[src/hw/rtl/mco_pkg.sv]
// mco_pkg: shared types, sizes, token codes and saturating helpers
// for the matrix chain ordering block; depends on nothing
package mco_pkg;

	localparam int MAX_MATRICES = 16;
	localparam int DIM_BITS = 12;
	localparam int FIELD_DIM_W = 12;
	localparam int COST_W = 40;
	localparam int IDX_W = $clog2(MAX_MATRICES);
	localparam int CNT_W = $clog2(MAX_MATRICES + 1);
	localparam int ADDR_W = 2 * IDX_W;
	localparam int PROD1_W = 2 * DIM_BITS;
	localparam int PROD_W = 3 * DIM_BITS;

	typedef logic [DIM_BITS-1:0] dim_t;
	typedef logic [IDX_W-1:0] idx_t;
	typedef logic [CNT_W-1:0] cnt_t;
	typedef logic [ADDR_W-1:0] addr_t;
	typedef logic [COST_W-1:0] cost_t;

	localparam cost_t COST_MAX = {COST_W{1'b1}};

	typedef enum logic [1:0] {
		TOK_COST  = 2'd0,
		TOK_OPEN  = 2'd1,
		TOK_MATRIX = 2'd2,
		TOK_CLOSE = 2'd3
	} tok_t;

	typedef struct packed {
		logic [FIELD_DIM_W-1:0] row_count;
		logic [FIELD_DIM_W-1:0] col_count;
		logic final_matrix;
	} in_item_t;

	typedef struct packed {
		logic [1:0] token_kind;
		logic [4:0] matrix_number;
		cost_t total_cost;
		logic dropped_items;
		logic last_token;
	} out_item_t;

	// dimension store write from the load side
	typedef struct packed {
		logic en;
		idx_t addr;
		dim_t rows;
		dim_t cols;
	} ld_wr_t;

	// chain control from the top level
	typedef struct packed {
		logic go;
		cnt_t cnt;
		logic ovf;
	} chain_ctl_t;

	function automatic cost_t sat_add(cost_t a, cost_t b);
		logic [COST_W:0] s;
		s = {1'b0, a} + {1'b0, b};
		return s[COST_W] ? COST_MAX : s[COST_W-1:0];
	endfunction

	function automatic cost_t sat_prod(logic [PROD_W-1:0] p);
		logic [PROD_W+COST_W-1:0] w;
		logic [PROD_W+COST_W-1:0] lim;
		w = {{COST_W{1'b0}}, p};
		lim = {{PROD_W{1'b0}}, COST_MAX};
		return (w > lim) ? COST_MAX : w[COST_W-1:0];
	endfunction

endpackage

[src/hw/rtl/mco_emit.sv]
// mco_emit: walks the split table once per matrix and emits the total
// cost and the parenthesization words; depends on mco_pkg
module mco_emit import mco_pkg::*; (
	input  logic       clk,
	input  logic       arst_n,
	input  chain_ctl_t ctl,
	input  logic       start_emit,
	input  cost_t      cost_rd,
	input  idx_t       split_rd,
	output addr_t      cost_addr,
	output addr_t      split_addr,
	output logic       result_strobe,
	output out_item_t  result
);

	typedef enum logic [2:0] {
		E_IDLE, E_COST, E_COSTOUT, E_WALK, E_WAIT, E_OPEN, E_CLOSE
	} estate_t;

	estate_t state_q;
	idx_t m_q, lo_q, hi_q;
	cnt_t opens_q, closes_q;
	logic strobe_q;
	out_item_t result_q;

	idx_t last_idx;
	logic last_m;

	assign last_idx = idx_t'(ctl.cnt - 1'b1);
	assign last_m = (m_q == last_idx);
	assign cost_addr = {idx_t'(0), last_idx};
	assign split_addr = {lo_q, hi_q};

	// token sequencer: per matrix, opens, the matrix, then closes
	always_ff @(posedge clk or negedge arst_n) begin
		if (!arst_n) begin
			state_q <= E_IDLE;
			m_q <= '0;
			lo_q <= '0;
			hi_q <= '0;
			opens_q <= '0;
			closes_q <= '0;
			strobe_q <= 1'b0;
			result_q <= '0;
		end else begin
			strobe_q <= 1'b0;
			result_q <= '0;
			result_q.dropped_items <= ctl.ovf;
			case (state_q)
				E_IDLE: begin
					if (start_emit) begin
						state_q <= E_COST;
					end
				end
				E_COST: state_q <= E_COSTOUT;
				E_COSTOUT: begin
					strobe_q <= 1'b1;
					result_q.token_kind <= TOK_COST;
					result_q.total_cost <= cost_rd;
					m_q <= '0;
					lo_q <= '0;
					hi_q <= last_idx;
					opens_q <= '0;
					closes_q <= '0;
					state_q <= E_WALK;
				end
				E_WALK: begin
					if (lo_q == hi_q) begin
						state_q <= E_OPEN;
					end else begin
						if (lo_q == m_q) opens_q <= opens_q + 1'b1;
						if (hi_q == m_q) closes_q <= closes_q + 1'b1;
						state_q <= E_WAIT;
					end
				end
				E_WAIT: begin
					if (m_q <= split_rd) begin
						hi_q <= split_rd;
					end else begin
						lo_q <= split_rd + 1'b1;
					end
					state_q <= E_WALK;
				end
				E_OPEN: begin
					strobe_q <= 1'b1;
					if (opens_q != '0) begin
						result_q.token_kind <= TOK_OPEN;
						opens_q <= opens_q - 1'b1;
					end else begin
						result_q.token_kind <= TOK_MATRIX;
						result_q.matrix_number <= 5'(m_q);
						if (closes_q != '0) begin
							state_q <= E_CLOSE;
						end else if (last_m) begin
							result_q.last_token <= 1'b1;
							state_q <= E_IDLE;
						end else begin
							m_q <= m_q + 1'b1;
							lo_q <= '0;
							hi_q <= last_idx;
							state_q <= E_WALK;
						end
					end
				end
				E_CLOSE: begin
					strobe_q <= 1'b1;
					result_q.token_kind <= TOK_CLOSE;
					closes_q <= closes_q - 1'b1;
					if (closes_q == cnt_t'(1)) begin
						if (last_m) begin
							result_q.last_token <= 1'b1;
							state_q <= E_IDLE;
						end else begin
							m_q <= m_q + 1'b1;
							lo_q <= '0;
							hi_q <= last_idx;
							opens_q <= '0;
							state_q <= E_WALK;
						end
					end
				end
				default: state_q <= E_IDLE;
			endcase
		end
	end

	assign result_strobe = strobe_q;
	assign result = result_q;

endmodule

[config.mk]
export PLATFORM = sky130hd
export DESIGN_NAME = mco_emit
export DESIGN_NICKNAME = d
export VERILOG_FILES = /design/src/hw/rtl/mco_pkg.sv /design/src/hw/rtl/mco_emit.sv
export SDC_FILE = /design/constraint.sdc
export NUM_CORES = 1
export LEC_CHECK = 0
export BUFFER_PORTS_ARGS = -buffer_cell sky130_fd_sc_hd__buf_2
export CAP_MARGIN = 5
export CORE_AREA = 2 2 89 91
export CTS_CLUSTER_DIAMETER = 80
export DETAILED_ROUTE_END_ITERATION = 6
export DIE_AREA = 0 0 91 93
export PLACE_DENSITY = 0.85
export SYNTH_ARGS = -nofsm -noshare
export SYNTH_HDL_FRONTEND = slang
export SYNTH_SLANG_ARGS = --single-unit
export TNS_END_PERCENT = 1
[constraint.sdc]
create_clock -name clk -period 2.62 [get_ports clk]
set_input_delay 0.131 -clock clk [delete_from_list [all_inputs] [get_ports clk]]
set_output_delay 0.131 -clock clk [all_outputs]
set_load 0.01 [all_outputs]
== Word-level counts from Yosys, hierarchy flattened ==
Index checks and enable logic that the tools add are counted.
Storage, ports and cells
  flip-flop bits (word level): 75
  input bits: 54
  output and inout port bits: 66
  logic and storage cells: 101
Cells by class
  add/subtract/negate cells: 7
  magnitude comparators: 1
  eq/ne operators: 22
  multiplexer cells: 44
  reductions and logical operators: 15
Operators with widths (count)
  $mux W4: 16
  $mux W40: 1
  $mux W5: 7
  $pmux W4 S4: 2
  $ne A2 B2 Y1 const B: 11
  $pmux W5 S4: 1
  $pmux W3 S6: 1
  $eq A4 B4 Y1: 4
  $pmux W5 S3: 1
  $mux W3: 4
  $pmux W4 S3: 1
  $add A5 B1 Y5 const B: 2
  $reduce_and A5 Y1: 2
  $reduce_bool A5 Y1: 2
  $sub A5 B1 Y5 const B: 2
  $eq A3 B3 Y1 const B: 3
  $add A4 B1 Y4 const B: 2
  $reduce_bool A4 Y1: 2
  $eq A3 B2 Y1 const B: 2
  $mux W1: 6
  $reduce_and A3 Y1: 2
  $reduce_and A6 Y1: 1
  $reduce_bool A3 Y1: 2
  $eq A5 B1 Y1 const B: 1
  10 further kinds: 11

== Logic depth before layout (Yosys ltp) ==
Gate-level depths: netlist of run 1.
  depth after elaboration: 6
  depth in mapped cells: 9
  gate-level depth less buffers: 8

== Least setup slack after synthesis of run 1 ==
No wires, ideal clock.
  path type: register to register
  start: reg closes_q[0]
  end: reg hi_q[0]
  library setup time: 125 ps
  arrival time: 2211 ps
  data required time: 2495 ps
  slack: 284 ps
  cell stages (with the launch flop): 9
  buffers on the path: 1
  clock period less this slack: 2336 ps
  cell sequence: dfrtp_1 -> clkbuf_1 -> inv_1 -> ha_1 -> or4b_4 -> o31ai_1 -> and4_1 -> o211a_4 -> mux2_4
On the way
  cells in the longest elaborated chain, start to end: 3
  elaborated cells between the ends (all ways): 5
  classes of those cells: eq/ne (3); reduce/logical (2)
Ends and longest elaborated chain
  from (decl): RTL line mco_emit.sv:22  | cnt_t opens_q, closes_q;
  from (signal assigned): RTL line mco_emit.sv:72  | if (hi_q == m_q) closes_q <= closes_q + 1'b1;
  from (signal assigned): RTL line mco_emit.sv:108  | closes_q <= closes_q - 1'b1;
  $eq A5 B1 Y1 or $reduce_bool A5 Y1 (tied branches): RTL line mco_emit.sv:109, mco_emit.sv:92
  $ne A2 B2 Y1 (no line)
  $reduce_and A5 Y1 (no line) (*)
  to (signal assigned): RTL line mco_emit.sv:78  | hi_q <= split_rd;
  to (signal assigned): RTL line mco_emit.sv:100  | hi_q <= last_idx;
  to (signal assigned): RTL line mco_emit.sv:116  | hi_q <= last_idx;
  to (decl): RTL line mco_emit.sv:21  | idx_t m_q, lo_q, hi_q;
Every way passes the cells marked *; elsewhere a longest branch is shown, timed or not.
A chain may end at the register's enable or synchronous reset.

== Worst setup path in the final report of run 1 ==
  start: reg closes_q[1]
  end: reg hi_q[1]
The elaborated chain is that of the path after synthesis.

==> reports/qor_table.md, run 1 <==
| Group | Metric | Reported |
| --- | --- | --- |
| hold path | Terminating pin of the worst hold path | result[7] |
| hold path | Worst min-delay path startpoint | cost_rd[5] |
| power and ir drop | Share of power burned in the clock network | 16.7% |
| routing | Vias per cell | 5.50 |
| clock tree | # H-tree levels | 3 |
| synthesis | Post-synth top area share | 49.3% |
| worst setup path | Data arrival at the endpoint of the critical path | 2.75 ns |
| placement | Worst slack at placement | 0.162 ns |
| worst setup path | Cell-by-cell trace of the critical path | inv_1 > ha_1 > or4b_4 > o31ai_1 > and4_1 > o211a_4 > mux2_4 |
| outcome | Run status | complete, no violations |
| grt | Maximum number of pins on one net before global-route repair | 45 |
| routing | Per-cell routed wire length | 15.5 um |
| finish | Antenna Diode Count | 0 |
| placement | Standard cell area after detailed placement | 4450 um^2 |
| synthesis | Fraction of registers with async set/reset | 100% |
| power and ir drop | Int Power | 2.95 mW |
| routing | Total vias in the final route | 3153 |
| grt | Total congestion overflow | 0 |
| placement | Global placement routability congestion | 0.870 |
| finish | Number of fillers in the final layout | 604 |
| synthesis | Sequential share of the synthesized area | 49.3% |
| floorplan | Core area | 7530 um^2 |
| floorplan | Full die area | 8460 um^2 |
| worst setup path | Maximum fanout encountered on the critical timing path | 5 |
| sta | Endpoints failing hold | 0 |
| routing | Number of iterations in the first detailed-routing pass | 5 |
| routing | DRC violation total after the first TritonRoute iteration | 222 |
| floorplan | Initial cell density of the core | 49.9% |
| worst setup path | Source of the worst register-to-register timing path | closes_q[1] |
| hold path | Worst hold path type | in -> reg |
| finish | Net total in the final layout | 535 |
| worst setup path | Type of the setup path with the least slack | reg -> reg |
| finish | Most common cell after layout, fill and taps aside | buf_2 |
| worst setup path | CP required | 2.85 ns |
| clock tree | Clock input transition at the sequential cells of the worst setup and hold paths | 0.08 ns |
| finish | Ratio of cells with drive above 1 in the final layout | 33.3% |
| clock tree | Number of buffers created by CTS | 9 |
| sta | Unrepaired setup endpoints after global routing | no |
| sta | Final Setup Violations | 0 |
| worst setup path | Startpoint kind of the worst setup timing path | flop |
| grt | Vias in the first global route | 2946 |
| clock tree | Clock latency reported for the late side of the worst-skew pair | 0.35 ns |
| worst setup path | Critical path buffers and inverters | 1 |
| floorplan | Top-level port count | 120 |
| synthesis | Most used flip-flop cell after synthesis | dfrtp_1 |
| sta | Worst-case clock skew | 0.0121 ns |
| power and ir drop | Reported net switching power | 2.04 mW |
| sta | Max-slew violations | 0 |
| grt | Global-route wire length before repair | 14500 um |
| synthesis | Synth warn | 0 |
| worst setup path | Worst reg2reg path depth | 7 |
| placement | HPWL reported at the end of detailed placement | 6560 um |
| worst setup path | Largest delay contributor family on the critical path | simple AND/OR/NAND/NOR gates |
| sta | Worst-case setup margin in the final layout | 0.103 ns |
| clock tree | Number of buffers between clock root and the deepest sink | 2 |
| worst setup path | Terminus of the critical flop-to-flop path | hi_q[1] |
| power and ir drop | Largest voltage drop on the vdd net | 0.477 mV |
| sta | Worst max-slew margin expressed relative to the limit | 50.7% |
| clock tree | Number of sinks driven by the clock tree | 74 |
| floorplan | Cell row count | 32 |
| floorplan | Chip Height | 93 um |
| sta | Actual transition at the worst max-transition pin | 0.740 ns |
| clock tree | Master cell of the clock root buffer | clkbuf_8 |
| worst setup path | Worst reg2reg setup slack | 0.10 ns |
| placement | Number of input and output port buffers inserted | 112 |
| finish | Area used by sequential logic in the layout | 1850 um^2 |
| grt | Total GRT Usage | 21.6% |
| grt | Antenna violations before repair | 0 |
| power and ir drop | Power density cells | 1070 nW/um^2 |
| routing | Total wire length after detailed routing | 8900 um |
| sta | Total negative setup slack | 0 ns |
| synthesis | Post-synth design cell area | 3750 um^2 |
| routing | DRC viols | 0 |
| sta | Fraction of the cycle the final worst path needs | 96.1% |
| worst setup path | Slowest stage delay, CP | 0.50 ns |
| finish | Highest-count cells in the layout ignoring fill and taps | 112 x buf_2, 74 x dfrtp_1, 41 x and3_1 |
| floorplan | Horizontal die dimension | 91 um |
| synthesis | Post-Syn Instances | 349 |
| synthesis | Flop and latch count out of synthesis | 74 |
| power and ir drop | Net Sw Frac | 40.8% |
| worst setup path | Critical path's slowest cell | or4b_4 |
| power and ir drop | Pwr Total | 4.99 mW |
| finish | Relative area change from synthesis to final layout | 24.1% |
| routing | ANT nets after route | 0 |
| worst setup path | Sort of element at the end of the critical path | flop |
| synthesis | Syn_area_per_cell | 10.8 um^2 |
| synthesis | Number of enable-type register cells in the synthesized netlist | 0 |
| synthesis | Post-synth top area cell | dfrtp_1 |
| clock tree | Clock tree from TritonCTS | yes |
| finish | Final Cell Area | 4660 um^2 |
| sta | Max frequency | 0.397 GHz |
| power and ir drop | Comb power frac | 48.9% |
| hold path | Hold path depth | 2 |
| sta | Hold Slack | 0.0174 ns |
| synthesis | Synth unique cells | 58 |
| finish | Area of the multi-input gates | 1720 um^2 |
| synthesis | Dominant cells by area after synthesis | dfrtp_1 49%, and3_1 6.8%, ha_1 4.7% |
| clock tree | Number of gates given a new drive strength after cts | 0 |
| sta | Min Tclk post-route | 2.52 ns |
| power and ir drop | Leakage | 2.51 nW |
| flow run | MaxCap Viol Count | 0 |
| power and ir drop | Share of total power in sequential cells | 34.4% |
[worst reg2reg max path, cell delays in order, from the launching register on]
cell	delay [ns]
dfrtp_1	0.42
inv_1	0.15
ha_1	0.16
or4b_4	0.50
o31ai_1	0.32
and4_1	0.32
o211a_4	0.22
mux2_4	0.30
[metal layers]
| metal | vias to the layer above | routed length, um | global-route usage [%] | part of all wire, % |
|---|---|---|---|---|
| met5 | - | 0 | 0 | 0 |
| met4 | 0 | 118 | 7.70 | 1.3 |
| met3 | 14 | 658 | 4.51 | 7.4 |
| met2 | 161 | 4300 | 35.4 | 48 |
| met1 | 1507 | 3830 | 28.7 | 43 |
| li1 | 1471 | - | - | - |
[flip-flops by register name, summed over array words and instances (netlist names)]
name	count
m_q	4
closes_q	5
opens_q	5
result_strobe	1
hi_q	4
state_q	3
lo_q	4
result	48
[cell usage after synthesis (7+ instances only)]
library cell and n:
xor2_1 9, nand3_1 8, dfrtp_1 74, clkbuf_1 17, ha_1 14, and3_1 41
mux2_4 7, xnor2_1 17, nand2_1 19, a21oi_1 11, inv_1 19, nor2_1 18
o21ai_0 12
[worst max-delay path by stage]
stage,from,to,depth (start not counted)
2_1_floorplan,closes_q[0],hi_q[0],8
6_report,closes_q[1],hi_q[1],7
4_1_cts,closes_q[1],hi_q[1],7
3_3_place_gp,ctl[1],opens_q[2],8
5_1_grt,closes_q[1],lo_q[1],7
3_5_place_dp,closes_q[1],hi_q[2],7
[cells by family (layout without fill, tap and decap cells)]
logic type / Yosys count / after routing / synth area share [%]
compound gates: 63 / 63 / 12.1
xor+xnor: 27 / 27 / 6.50
buf+inv: 45 / 163 / 5.30
flops: 74 / 74 / 49.3
mux: 11 / 11 / 4.20
other cells: 1 / 5 / 0.0999
fa+ha+maj: 15 / 15 / 5.20
simple gates: 113 / 113 / 17.3
[metrics by stage]
step / utilization [%] / instances
floorplan: - / 353
global route: 61.9 / 573
CTS: 61.9 / 573
detailed placement: 59.1 / 555
finish: 61.9 / 573
global placement: 59.1 / 555
[layout make-up]
class                   instances  area share, %
clock inverters                 4          0.725
flip-flops and latches         74           39.7
inverters                      19           1.53
clock buffers                  12           3.33
repair buffers                128           15.0
multi-input cells             234           36.9
well taps                     102           2.74
[power groups by stage]
stage                     clock (mW)  combinational (mW)  sequential (mW)
after global routing           0.910                2.68             1.76
after floorplan                    0                1.60             1.80
after global placement             0                2.32             1.72
after detailed placement           0                2.41             1.74
final                          0.835                2.44             1.72
after CTS                      0.856                2.42             1.72
[what timing repair did]
item                      CTS  global route
hold buffers                2             0
setup buffers               0             0
hold endpoints to repair   34             0
No activity file was read; power rests on OpenSTA's default activity.
==> run 2, diff against run 1 <==
--- a/config.mk
+++ b/config.mk
@@ -7,11 +7,11 @@
 export LEC_CHECK = 0
 export BUFFER_PORTS_ARGS = -buffer_cell sky130_fd_sc_hd__buf_2
 export CAP_MARGIN = 5
-export CORE_AREA = 2 2 89 91
+export CORE_AREA = 2 2 86 88
 export CTS_CLUSTER_DIAMETER = 80
 export DETAILED_ROUTE_END_ITERATION = 6
-export DIE_AREA = 0 0 91 93
-export PLACE_DENSITY = 0.85
+export DIE_AREA = 0 0 88 90
+export PLACE_DENSITY = 0.9
 export SYNTH_ARGS = -nofsm -noshare
 export SYNTH_HDL_FRONTEND = slang
 export SYNTH_SLANG_ARGS = --single-unit
==> constraint.sdc (replaced) <==
create_clock -name clk -period 3 [get_ports clk]
set_input_delay 0.15 -clock clk [delete_from_list [all_inputs] [get_ports clk]]
set_output_delay 0.15 -clock clk [all_outputs]
set_load 0.01 [all_outputs]
==> run 2 against run 1 <==
The flow now finishes with violations (negative hold slack). Cell count decreased by 1.7%. Count of clock-buffer cells in the layout fell by 2. First-iteration DRC count shrank 8.1%. Combinational power down 17%. Critical path depth unchanged. Design area is 1.1% lower. Clock power is 4.9% lower. Global-route usage up 0.53 points. Setup slack gained 0.31 ns. Register-to-register slack better by 0.31 ns. Utilization is 3.8 points higher.
==> reports/qor_table.md, run 2 (synthesis gave the netlist of run 1 again) <==
| Group | Metric | Reported |
| --- | --- | --- |
| outcome | Failing checks | negative hold slack |
| finish | Most common cell after layout, fill and taps aside | buf_2 |
| routing | ANT nets after route | 0 |
| finish | Number of fillers in the final layout | 510 |
| finish | Max reg flops | 48 |
| routing | Total wire length after detailed routing | 8490 um |
| worst setup path | Type of the setup path with the least slack | reg -> reg |
| clock tree | Number of sinks driven by the clock tree | 74 |
| floorplan | Core area | 7020 um^2 |
| worst setup path | Slowest stage delay, CP | 0.50 ns |
| sta | Actual transition at the worst max-transition pin | 0.901 ns |
| placement | Global placement routability congestion | 0.826 |
| placement | Worst slack at placement | 0.469 ns |
| hold path | Worst hold path type | in -> async |
| routing | Total vias in the final route | 3010 |
| floorplan | Top-level port count | 120 |
| grt | Total congestion overflow | 0 |
| routing | Number of iterations in the first detailed-routing pass | 4 |
| worst setup path | Worst reg2reg path depth | 7 |
| worst setup path | CP required | 3.23 ns |
| power and ir drop | Largest voltage drop on the vdd net | 0.419 mV |
| clock tree | # H-tree levels | 3 |
| clock tree | Master cell of the clock root buffer | clkbuf_8 |
| worst setup path | Sort of element at the end of the critical path | flop |
| routing | DRC violation total after the first TritonRoute iteration | 204 |
| worst setup path | Startpoint kind of the worst setup timing path | flop |
| flow run | MaxCap Viol Count | 0 |
| power and ir drop | Leakage | 2.49 nW |
| sta | Hold Slack | -0.0107 ns |
| clock tree | Number of buffers created by CTS | 9 |
| sta | Final Setup Violations | 0 |
| worst setup path | Terminus of the critical flop-to-flop path | hi_q[1] |
| clock tree | Clock tree from TritonCTS | yes |
| floorplan | Chip Height | 90 um |
| sta | Endpoints failing hold | 9 |
| clock tree | Clock input transition at the sequential cells of the worst setup and hold paths | 0.08 ns |
| worst setup path | Maximum fanout encountered on the critical timing path | 11 |
| sta | Unrepaired setup endpoints after global routing | no |
| sta | Fraction of the cycle the final worst path needs | 86.4% |
| clock tree | Post-CTS setup-driven buffer insertion count | 0 |
| clock tree | Number of buffers between clock root and the deepest sink | 2 |
| floorplan | Full die area | 7920 um^2 |
| worst setup path | Worst reg2reg setup slack | 0.41 ns |
| grt | Vias in the first global route | 2909 |
| sta | Worst-case clock skew | 0.00921 ns |
| placement | Number of input and output port buffers inserted | 112 |
| routing | Vias per cell | 5.35 |
| floorplan | Horizontal die dimension | 88 um |
| worst setup path | Critical path's slowest cell | dfrtp_1 |
| outcome | Run status | finished with violations |
| finish | Net total in the final layout | 528 |
| sta | Worst max-slew margin expressed relative to the limit | 40.0% |
| worst setup path | Critical path buffers and inverters | 1 |
| worst setup path | Cell-by-cell trace of the critical path | inv_1 > ha_1 > or4b_4 > o31ai_1 > and4_1 > o211a_4 > mux2_4 |
| sta | Max-slew violations | 0 |
| worst setup path | Largest delay contributor family on the critical path | simple AND/OR/NAND/NOR gates |
| clock tree | Clock latency reported for the late side of the worst-skew pair | 0.35 ns |
| sta | Min Tclk post-route | 2.59 ns |
| routing | DRC viols | 0 |
| sta | Max frequency | 0.386 GHz |
| sta | Worst-case setup margin in the final layout | 0.409 ns |
| grt | Global-route wire length before repair | 13900 um |
| floorplan | Initial cell density of the core | 53.5% |
| placement | HPWL reported at the end of detailed placement | 6190 um |
| grt | Antenna violations before repair | 0 |
| power and ir drop | Power density cells | 943 nW/um^2 |
| finish | Highest-count cells in the layout ignoring fill and taps | 112 x buf_2, 74 x dfrtp_1, 41 x and3_1 |
| worst setup path | Data arrival at the endpoint of the critical path | 2.82 ns |
| finish | Relative area change from synthesis to final layout | 22.8% |
| grt | Total GRT Usage | 22.1% |
| worst setup path | Source of the worst register-to-register timing path | closes_q[0] |
| grt | Maximum number of pins on one net before global-route repair | 75 |
| finish | Antenna Diode Count | 0 |
| floorplan | Cell row count | 31 |
| routing | Per-cell routed wire length | 15.1 um |
| sta | Total negative setup slack | 0 ns |
| finish | Ratio of cells with drive above 1 in the final layout | 32.8% |
-- run 2: changes by cell type in the layout (fill, tap and decap cells not counted) --
cell,delta
clkbuf_1,-1
buf_4,-5
dlygate4sd3_1,-1
buf_12,-1
clkbuf_8,-1
clkinv_4,+1
bufinv_16,+1
-- run 2: worst max path at each step --
stage                      startpoint  endpoint  slack [ns]  depth (start not counted)
after floorplan           closes_q[0]   hi_q[0]        0.66                          8
after global placement    closes_q[0]   hi_q[0]        0.59                          7
after detailed placement  closes_q[0]   hi_q[0]        0.47                          7
after CTS                 closes_q[0]   hi_q[0]        0.46                          7
after global routing      closes_q[0]   hi_q[0]        0.32                          7
final                     closes_q[0]   hi_q[1]        0.41                          7
-- run 2: power breakdown --
group          switching, mW  internal [mW]  total (mW)
sequential             0.235           1.29        1.53
clock                  0.379          0.415       0.794
combinational           1.14          0.886        2.02
-- run 2: worst reg2reg max path, delay by kind of cell (launching register included) --
kind | cells | cell delay [ns]
flip-flops | 1 | 0.50
multiplexers | 1 | 0.30
adder cells (fa/ha/maj) | 1 | 0.15
AO/OA/AOI/OAI | 2 | 0.56
buffers and inverters | 1 | 0.15
AND/OR/NAND/NOR | 2 | 0.84
-- run 2: area by class of cell --
cell class	instances	area (um^2)	share of cell area [%]
clock buffer	10	138	2.99
tap	99	124	2.69
inverter	19	71.3	1.55
clock inverter	6	72.6	1.57
timing repair buffer	121	631	13.7
multi-input combinational	234	1720	37.4
sequential	74	1850	40.2
-- run 2: per-layer routing --
metal,GRT usage (%),up-vias,wire length [um]
li1,-,1453,-
met1,29.5,1428,3600
met2,36.1,117,4220
met3,5.05,12,551
met4,6.15,0,122
met5,0,-,0
-- run 2: through the flow --
stage	area [um^2]	std cells	utilization (%)	power (mW)	hold WS (ns)
CTS	4610	563	65.7	4.35	0.0259
global placement	4390	546	62.5	3.47	0.260
global route	4610	563	65.7	4.68	0.0233
finish	4610	563	65.7	4.35	-0.0107
floorplan	3770	353	-	2.97	-0.146
detailed placement	4390	546	62.5	3.56	0.272
-- run 2: what timing repair did --
item	4_1_cts	5_1_grt
endpoints found under the setup margin	0	0
gates resized for setup	0	0
hold buffers	1	0
endpoints found under the hold margin	1	0
